[src/mrc_pkg.sv]
// mrc_pkg: shared types, constants and the CRC-16 byte step for the
// Modbus RTU response checker. No dependencies.
`default_nettype none

package mrc_pkg;

  typedef struct packed {
    logic [7:0] data_byte;
    logic       frame_start;
  } byte_item_t;

  typedef struct packed {
    logic [1:0]  frame_status;
    logic [15:0] value_tenths;
  } result_item_t;

  localparam logic [15:0] CRC_INIT    = 16'hFFFF;
  localparam logic [15:0] CRC_POLY    = 16'hA001;
  localparam logic [15:0] LIMIT_RESET = 16'd10000;

  // Frame positions
  localparam logic [2:0] POS_ADDR     = 3'd0;
  localparam logic [2:0] POS_FUNC     = 3'd1;
  localparam logic [2:0] POS_COUNT    = 3'd2;
  localparam logic [2:0] POS_VALUE_HI = 3'd3;
  localparam logic [2:0] POS_VALUE_LO = 3'd4;
  localparam logic [2:0] POS_CRC_LO   = 3'd5;
  localparam logic [2:0] POS_CRC_HI   = 3'd6;
  localparam logic [2:0] POS_UNUSED   = 3'd7;

  // Status codes
  localparam logic [1:0] STATUS_OK        = 2'd0;
  localparam logic [1:0] STATUS_CRC_ERR   = 2'd1;
  localparam logic [1:0] STATUS_RANGE_ERR = 2'd2;

  // Reflected CRC-16, one byte: eight shift/xor steps.
  function automatic logic [15:0] crc_step(input logic [15:0] crc_in, input logic [7:0] b);
    logic [15:0] c;
    c = crc_in ^ {8'h00, b};
    for (int k = 0; k < 8; k++) begin
      if (c[0]) begin
        c = (c >> 1) ^ CRC_POLY;
      end else begin
        c = c >> 1;
      end
    end
    return c;
  endfunction

endpackage

`default_nettype wire

[src/mrc_frame_engine.sv]
// mrc_frame_engine: input register, frame position counter, running CRC,
// value capture and end-of-frame check. Depends on mrc_pkg.
`default_nettype none

module mrc_frame_engine (
  input  wire logic                  clk,
  input  wire logic                  rst,
  input  wire logic                  byte_valid,
  output logic                       byte_stall,
  input  wire mrc_pkg::byte_item_t   byte_item,
  input  wire logic [15:0]           value_limit,
  output logic                       res_valid,
  input  wire logic                  res_ready,
  output mrc_pkg::result_item_t      res_item
);

  logic                 stage_valid;
  mrc_pkg::byte_item_t  stage_item;

  logic [2:0]  byte_index;
  logic [15:0] running_crc;
  logic [15:0] value_hold;
  logic [7:0]  crc_low_hold;

  logic [2:0]  pos;
  logic [15:0] crc_base;
  logic [15:0] crc_next;
  logic [15:0] rx_crc;
  logic        consume;
  logic        stage_load;

  // A stray index of seven, or the start flag, restarts at byte 0.
  assign pos = (stage_item.frame_start || byte_index == mrc_pkg::POS_UNUSED)
               ? mrc_pkg::POS_ADDR : byte_index;

  assign crc_base = (pos == mrc_pkg::POS_ADDR) ? mrc_pkg::CRC_INIT : running_crc;
  assign crc_next = mrc_pkg::crc_step(crc_base, stage_item.data_byte);
  assign rx_crc   = {stage_item.data_byte, crc_low_hold};

  assign res_valid  = stage_valid && (pos == mrc_pkg::POS_CRC_HI);
  assign consume    = stage_valid && (!res_valid || res_ready);
  assign byte_stall = stage_valid && !consume;
  assign stage_load = !stage_valid || consume;

  always_comb begin
    res_item.value_tenths = value_hold;
    if (rx_crc != running_crc) begin
      res_item.frame_status = mrc_pkg::STATUS_CRC_ERR;
    end else if (value_hold > value_limit) begin
      res_item.frame_status = mrc_pkg::STATUS_RANGE_ERR;
    end else begin
      res_item.frame_status = mrc_pkg::STATUS_OK;
    end
  end

  always_ff @(posedge clk) begin
    if (stage_load && byte_valid) begin
      stage_item <= byte_item;
    end
    if (rst) begin
      stage_valid  <= 1'b0;
      byte_index   <= mrc_pkg::POS_ADDR;
      running_crc  <= mrc_pkg::CRC_INIT;
      value_hold   <= 16'h0000;
      crc_low_hold <= 8'h00;
    end else begin
      if (stage_load) begin
        stage_valid <= byte_valid;
      end
      if (consume) begin
        unique case (pos)
          mrc_pkg::POS_ADDR, mrc_pkg::POS_FUNC, mrc_pkg::POS_COUNT: begin
            running_crc <= crc_next;
            byte_index  <= pos + 3'd1;
          end
          mrc_pkg::POS_VALUE_HI: begin
            running_crc      <= crc_next;
            value_hold[15:8] <= stage_item.data_byte;
            byte_index       <= pos + 3'd1;
          end
          mrc_pkg::POS_VALUE_LO: begin
            running_crc     <= crc_next;
            value_hold[7:0] <= stage_item.data_byte;
            byte_index      <= pos + 3'd1;
          end
          mrc_pkg::POS_CRC_LO: begin
            crc_low_hold <= stage_item.data_byte;
            byte_index   <= mrc_pkg::POS_CRC_HI;
          end
          default: begin
            byte_index  <= mrc_pkg::POS_ADDR;
            running_crc <= mrc_pkg::CRC_INIT;
          end
        endcase
      end
    end
  end

endmodule

`default_nettype wire

[src/mrc_result_reg.sv]
// mrc_result_reg: output register holding one result until transferred.
// Depends on mrc_pkg.
`default_nettype none

module mrc_result_reg (
  input  wire logic                   clk,
  input  wire logic                   rst,
  input  wire logic                   res_valid,
  output logic                        res_ready,
  input  wire mrc_pkg::result_item_t  res_item,
  output logic                        result_valid,
  input  wire logic                   result_stall,
  output mrc_pkg::result_item_t       result_item
);

  assign res_ready = !result_valid || !result_stall;

  always_ff @(posedge clk) begin
    if (res_ready && res_valid) begin
      result_item <= res_item;
    end
    if (rst) begin
      result_valid <= 1'b0;
    end else if (res_ready) begin
      result_valid <= res_valid;
    end
  end

endmodule

`default_nettype wire

[src/modbus_response_checker_top.sv]
// modbus_response_checker_top: Modbus RTU single-register response checker.
// Depends on mrc_pkg, mrc_frame_engine and mrc_result_reg.
//
// Feed the seven response bytes (address, function, byte count, value high,
// value low, CRC low, CRC high) one byte per transfer on the byte channel.
// Bytes are taken one per cycle while byte_stall is low; the full CRC-16 byte
// update (reflected, init 0xFFFF, poly 0xA001) is done combinationally between
// the input register and the frame state. After the seventh byte has passed
// the input register and the result register, one result appears on the
// result channel: status OK, CRC mismatch (takes precedence) or value above
// value_limit, together with the raw big-endian value in tenths. Bytes that
// cause no result never wait on the result side; the input stalls only when
// a final byte meets a result that is still held. frame_start forces the
// byte to be treated as byte 0. value_limit resets to 10000; the user writes it
// via cfg_wr_en/cfg_wr_data while the block is idle, which it does not enforce.
`default_nettype none

module modbus_response_checker_top (
  input  wire logic                   clk,
  input  wire logic                   rst,
  input  wire logic                   byte_valid,
  output logic                        byte_stall,
  input  wire mrc_pkg::byte_item_t    byte_item,
  output logic                        result_valid,
  input  wire logic                   result_stall,
  output mrc_pkg::result_item_t       result_item,
  input  wire logic                   cfg_wr_en,
  input  wire logic [15:0]            cfg_wr_data
);

  logic [15:0]            value_limit;
  logic                   res_valid;
  logic                   res_ready;
  mrc_pkg::result_item_t  res_item;

  // Limit register, reset wins over a write
  always_ff @(posedge clk) begin
    if (rst) begin
      value_limit <= mrc_pkg::LIMIT_RESET;
    end else if (cfg_wr_en) begin
      value_limit <= cfg_wr_data;
    end
  end

  mrc_frame_engine u_engine (
    .clk         (clk),
    .rst         (rst),
    .byte_valid  (byte_valid),
    .byte_stall  (byte_stall),
    .byte_item   (byte_item),
    .value_limit (value_limit),
    .res_valid   (res_valid),
    .res_ready   (res_ready),
    .res_item    (res_item)
  );

  mrc_result_reg u_result (
    .clk          (clk),
    .rst          (rst),
    .res_valid    (res_valid),
    .res_ready    (res_ready),
    .res_item     (res_item),
    .result_valid (result_valid),
    .result_stall (result_stall),
    .result_item  (result_item)
  );

  // The input only backs up behind a result that is being held
  a_stall_cause: assert property (@(posedge clk) disable iff (rst)
    byte_stall |-> (result_valid && result_stall))
    else $error("byte channel stalled without a held result");

  // Status code three is never produced
  a_status_code: assert property (@(posedge clk) disable iff (rst)
    result_valid |-> (result_item.frame_status != 2'd3))
    else $error("undefined frame status");

  // Limit comes out of reset at its default
  a_limit_reset: assert property (@(posedge clk)
    rst |=> (value_limit == mrc_pkg::LIMIT_RESET))
    else $error("value limit not at reset value");

endmodule

`default_nettype wire

[config.mk]
export PLATFORM = sky130hd
export DESIGN_NAME = modbus_response_checker_top
export DESIGN_NICKNAME = d
export VERILOG_FILES = /design/src/mrc_pkg.sv /design/src/mrc_frame_engine.sv /design/src/mrc_result_reg.sv /design/src/modbus_response_checker_top.sv
export SDC_FILE = /design/constraint.sdc
export NUM_CORES = 1
export LEC_CHECK = 0
export BUFFER_PORTS_ARGS = -buffer_cell sky130_fd_sc_hd__buf_2
export CAP_MARGIN = 5
export CELL_PAD_IN_SITES_DETAIL_PLACEMENT = 0
export CELL_PAD_IN_SITES_GLOBAL_PLACEMENT = 1
export CORE_MARGIN = 3
export CORE_UTILIZATION = 49
export CTS_BUF_LIST = sky130_fd_sc_hd__clkbuf_8 sky130_fd_sc_hd__clkbuf_16
export CTS_CLUSTER_SIZE = 16
export DETAILED_ROUTE_END_ITERATION = 6
export PLACE_DENSITY = 0.92
export SYNTH_ARGS = -nofsm -noshare
export SYNTH_HDL_FRONTEND = slang
export SYNTH_HIERARCHICAL = 1
export SYNTH_SLANG_ARGS = --single-unit
[constraint.sdc]
create_clock -name clk -period 4.1 [get_ports clk]
set_input_delay 0.41 -clock clk [delete_from_list [all_inputs] [get_ports clk]]
set_output_delay 0.41 -clock clk [all_outputs]
set_load 0.1 [all_outputs]
==> flow_summary.rst <==
.. list-table::
   :header-rows: 1

   * - Metric
     - Value
   * - HPWL after detailed placement
     - roughly 6000 um
   * - Aggregate global routing overflow
     - 0
   * - Relative contribution of sequential cells to total power
     - roughly 54%
   * - Gates resized, CTS repair
     - 0
   * - Cell breakdown of the critical path
     - a211oi_1, inv_1, ha_1, nor2b_1, nor2_1, o21a_1, nand2_1, or4b_1, o311a_1
   * - Async set-or-reset flop fraction in the synthesized netlist
     - 0%
   * - Final hold vios
     - 0
   * - Number of routed nets with antenna violations
     - 0
   * - Die Y
     - ~99 um
   * - Max Slew Vio Count
     - 0
   * - Filler-free cell count of the finished design
     - about 560
   * - Number of DRC violations after detailed-routing iteration 0
     - between 100 and 150
   * - Slew Limit Headroom
     - around 29%
   * - Routed via count divided by cell count
     - about 5.2
   * - Post-Synthesis Cell Area
     - approximately 4200 um2
   * - Total via count after detailed routing
     - 2922
   * - End point of the most critical hold path
     - u_engine/rx_crc[10]
   * - TritonCTS buffer count
     - 9
   * - Placeable core region
     - 8300 um2
   * - Total inserted antenna cells
     - 0
   * - Post-CTS setup buffers
     - 0
   * - Power density over the cells
     - ~380 nW/um2
   * - Total Negative Setup Slacks
     - 0 ps
   * - H-tree levels
     - 3
   * - Number of global-route vias before repair
     - 2969
   * - Port buffer count
     - 49
   * - Worst Setup Start Kind
     - flop
   * - Slowest Stage Delay on Critical Path
     - around 600 ps
   * - Layout cells sized above 1
     - 15.2%
   * - DRC errors left
     - 0
   * - Number of cell rows
     - 33
   * - Total of warnings raised by yosys
     - 6
   * - Gate power share
     - 11.9%
   * - Maximum number of buffers from clock root to sink
     - 2
   * - Net Sw Power
     - 0.469 mW
   * - Net count after synthesis
     - 465
   * - Switching share of power
     - 26.2%
   * - Number of iterations in the first detailed-routing pass
     - 4
   * - Total of flip-flops plus latches after synthesis
     - 88
   * - Worst reg-to-reg setup slack
     - roughly 740 ps
   * - Routed WL
     - approximately 8300 um
   * - Worst hold-check slack
     - about 220 ps
   * - Largest fanout on the critical path
     - 17
   * - First-pass GRT wire length
     - ~14000 um
   * - Fill cell count
     - 733
   * - Data arrival at the endpoint of the critical path
     - about 3600 ps
   * - R2R depth
     - 9
   * - Number of max-cap violations
     - 0
   * - Least-Margin Pin Slew
     - about 1100 ps
   * - CTS Hold Buffers Added
     - 0
   * - Internal Dissipation
     - between 1 and 1.5 mW
   * - Weighted congestion at the end of routability-driven global placement
     - 0.833
   * - Number of top-level design ports
     - 50
   * - Wire length per cell
     - 14.8 um
   * - Average cell area after synthesis
     - between 10 and 15 um2
   * - Area taken by multi-input logic gates
     - 1960 um2
   * - Area Growth Syn to Fin
     - 10.7%
   * - Kind of critical path
     - flop to flop
   * - Crit-path slowest cell
     - or4b_1
   * - TritonCTS Sinks
     - 88
   * - Portion of the post-synthesis area used by sequential elements
     - about half
   * - Overall fraction of global-route tracks in use
     - roughly 18%
   * - Clock tree from TritonCTS
     - built
   * - Number of failing setup endpoints in the final timing report
     - 0
   * - Number of distinct library cells after synthesis
     - 45
   * - EDFF count, synth
     - 27
   * - Max Clk Rate
     - between 200 and 300 MHz
   * - Top_reg_cell synth
     - dfxtp_1
   * - Net count of the finished layout
     - 500
   * - Path type of the worst min-delay path
     - input pin to flop
   * - Largest net degree at the start of global routing
     - between 60 and 70
   * - Critical Path Sink Type
     - flop
   * - Number of antenna violations at the first check in global routing
     - 0
   * - Source of the worst register-to-register timing path
     - u_engine/stage_item[0]
   * - Unrepaired setup endpoints after global routing
     - no
   * - Die W
     - 98.7 um
   * - Setup Skew
     - 9.53 ps
   * - Clock Pin Slew Worst Setup and Hold Paths
     - around 90 ps
   * - Number of instances in the synthesized netlist
     - slightly above 400
   * - Status
     - complete, no violations
   * - Initial core utilization
     - 50.8%
   * - Min cycle time layout
     - roughly 3400 ps
   * - Number of buffer and inverter stages on the critical path
     - 1
   * - Hold path startpoint
     - byte_item[3]
   * - Leakage
     - between 2 and 2.5 nW
   * - Seq. cell area
     - between 2000 and 2500 um2
   * - Insertion delay of the later-clocked pin in the worst-skew pair
     - 360 ps
   * - Min-Delay Path Depth
     - 1
   * - Fraction of power consumed by the clock network
     - 34.2%
   * - Cell family contributing the most delay on the critical path
     - simple AND/OR/NAND/NOR gates
   * - Ratio of final minimum period to clock period
     - between 80% and 90%
   * - CTS root buf
     - clkbuf_8
   * - Reg-to-reg critical path endpoint
     - u_engine/running_crc[0]
   * - Placed insts
     - 542
   * - IR Drop Worst-Case VDD
     - ~0.23 mV
   * - Req. time, crit path
     - 4350 ps
   * - Area enclosed by the die boundary
     - 9750 um2
[layout by cell type (no fill, tap or decap), types with 2 or more instances in the layout]
cell / synthesis / layout
nor2b_1: 6 / 6
nor3_1: 8 / 8
nand3_1: 9 / 9
a31oi_1: 2 / 2
nand2_1: 20 / 20
and2_1: 2 / 2
nand4_1: 3 / 3
dfxtp_1: 61 / 61
a21oi_1: 13 / 13
xnor2_1: 25 / 25
and3_1: 2 / 2
nand2b_1: 11 / 11
clkbuf_8: 0 / 9
xnor3_1: 2 / 2
edfxtp_1: 27 / 27
mux2i_1: 27 / 27
o21ai_0: 3 / 3
inv_6: 0 / 2
o21a_1: 3 / 3
buf_2: 6 / 49
inv_1: 21 / 22
nor2_1: 56 / 56
nor4_1: 5 / 5
o22ai_1: 10 / 10
a21o_1: 4 / 4
o21bai_1: 5 / 5
a211o_1: 5 / 5
ha_1: 22 / 22
a221oi_1: 2 / 2
xor2_1: 20 / 20
[kinds of logic (layout without fill, tap and decap cells)]
| logic type | count (synthesis) | in the layout | share of synthesized area [%] |
|---|---|---|---|
| AO/OA/AOI/OAI | 53 | 53 | 8.55 |
| XOR/XNOR | 48 | 48 | 10.8 |
| adder cells (fa/ha/maj) | 22 | 22 | 6.53 |
| buffers and inverters | 47 | 87 | 5.14 |
| flip-flops | 88 | 88 | 48.2 |
| multiplexers | 27 | 27 | 6.42 |
| AND/OR/NAND/NOR | 128 | 128 | 14.3 |
[how the worst max path moves through the flow]
stage,startpoint,end,cells after the start
2_1_floorplan,u_result/result_valid,u_engine/rx_crc[10],4
3_3_place_gp,u_engine/stage_item[0],u_engine/running_crc[0],9
3_5_place_dp,u_engine/stage_item[0],u_engine/running_crc[0],9
4_1_cts,u_engine/stage_item[0],u_engine/running_crc[0],9
5_1_grt,u_engine/stage_item[0],u_engine/running_crc[0],9
6_report,u_engine/stage_item[0],u_engine/running_crc[0],9
[cell usage after synthesis, drive strengths merged, types with 2 or more instances]
cell type | n | share of area (%)
xnor3 | 2 | 1.1
a21oi | 13 | 1.5
clkbuf | 17 | 1.5
nand2 | 21 | 1.9
nor3 | 8 | 0.95
dfxtp | 61 | 29
xnor2 | 26 | 5.6
buf | 9 | 1.7
a31oi | 2 | 0.30
and2b | 2 | 0.42
mux2i | 27 | 6.4
a221oi | 2 | 0.42
nor2b | 6 | 0.89
xor2 | 20 | 4.2
o21bai | 5 | 0.89
nor4 | 5 | 0.74
o22ai | 10 | 1.5
ha | 22 | 6.5
nand4 | 3 | 0.45
nor2 | 56 | 5.0
o21ai | 5 | 0.86
a21o | 4 | 0.71
and3 | 2 | 0.30
inv | 21 | 1.9
a211o | 5 | 1.0
edfxtp | 27 | 19
o21a | 3 | 0.53
and2 | 2 | 0.30
nand3 | 9 | 1.1
nand2b | 11 | 1.6
[power by group through the flow]
stage	Combinational (mW)	Sequential [mW]	Clock, mW
2_1_floorplan	0.186	0.961	0
3_3_place_gp	0.207	0.983	0
3_5_place_dp	0.211	0.984	0
4_1_cts	0.212	0.964	0.626
5_1_grt	0.238	0.969	0.661
6_report	0.212	0.964	0.611
[per-stage QoR]
step / setup slack (ps) / util, % / area [um2] / power (mW)
final: 745 / 56.2 / 4660 / 1.79
after CTS: 795 / 56.2 / 4660 / 1.80
after global placement: 980 / 53.7 / 4460 / 1.19
after detailed placement: 830 / 53.7 / 4460 / 1.19
after global routing: 550 / 56.2 / 4660 / 1.87
after floorplan: 1290 / - / 4210 / 1.15
[flip-flops by register name, summed over array words and instances, names as in the netlist]
signal and cells:
u_engine/byte_index 3, u_engine/crc_low_hold 8, u_engine/running_crc 16, u_engine/rx_crc 8, u_engine/stage_item 1, u_engine/stage_valid 1
u_engine/value_hold 16, u_result/result_item 18, u_result/result_valid 1, value_limit 16
[layout make-up]
type / instances / area share, %
well taps: 105 / 2.82
inverters: 21 / 1.69
clock buffers: 9 / 2.66
repair buffers: 50 / 5.42
clock inverters: 7 / 1.69
flip-flops and latches: 88 / 43.6
multi-input cells: 278 / 42.1
[routing by layer]
layer / track usage (%) / vias to the layer above / routed length (um)
met5: 0 / - / 0
met4: 6.93 / 0 / 143
met3: 4.39 / 15 / 355
met2: 29.8 / 67 / 4020
met1: 22.6 / 1370 / 3770
li1: - / 1470 / -
Note: power is estimated with default switching activity, not from simulation.
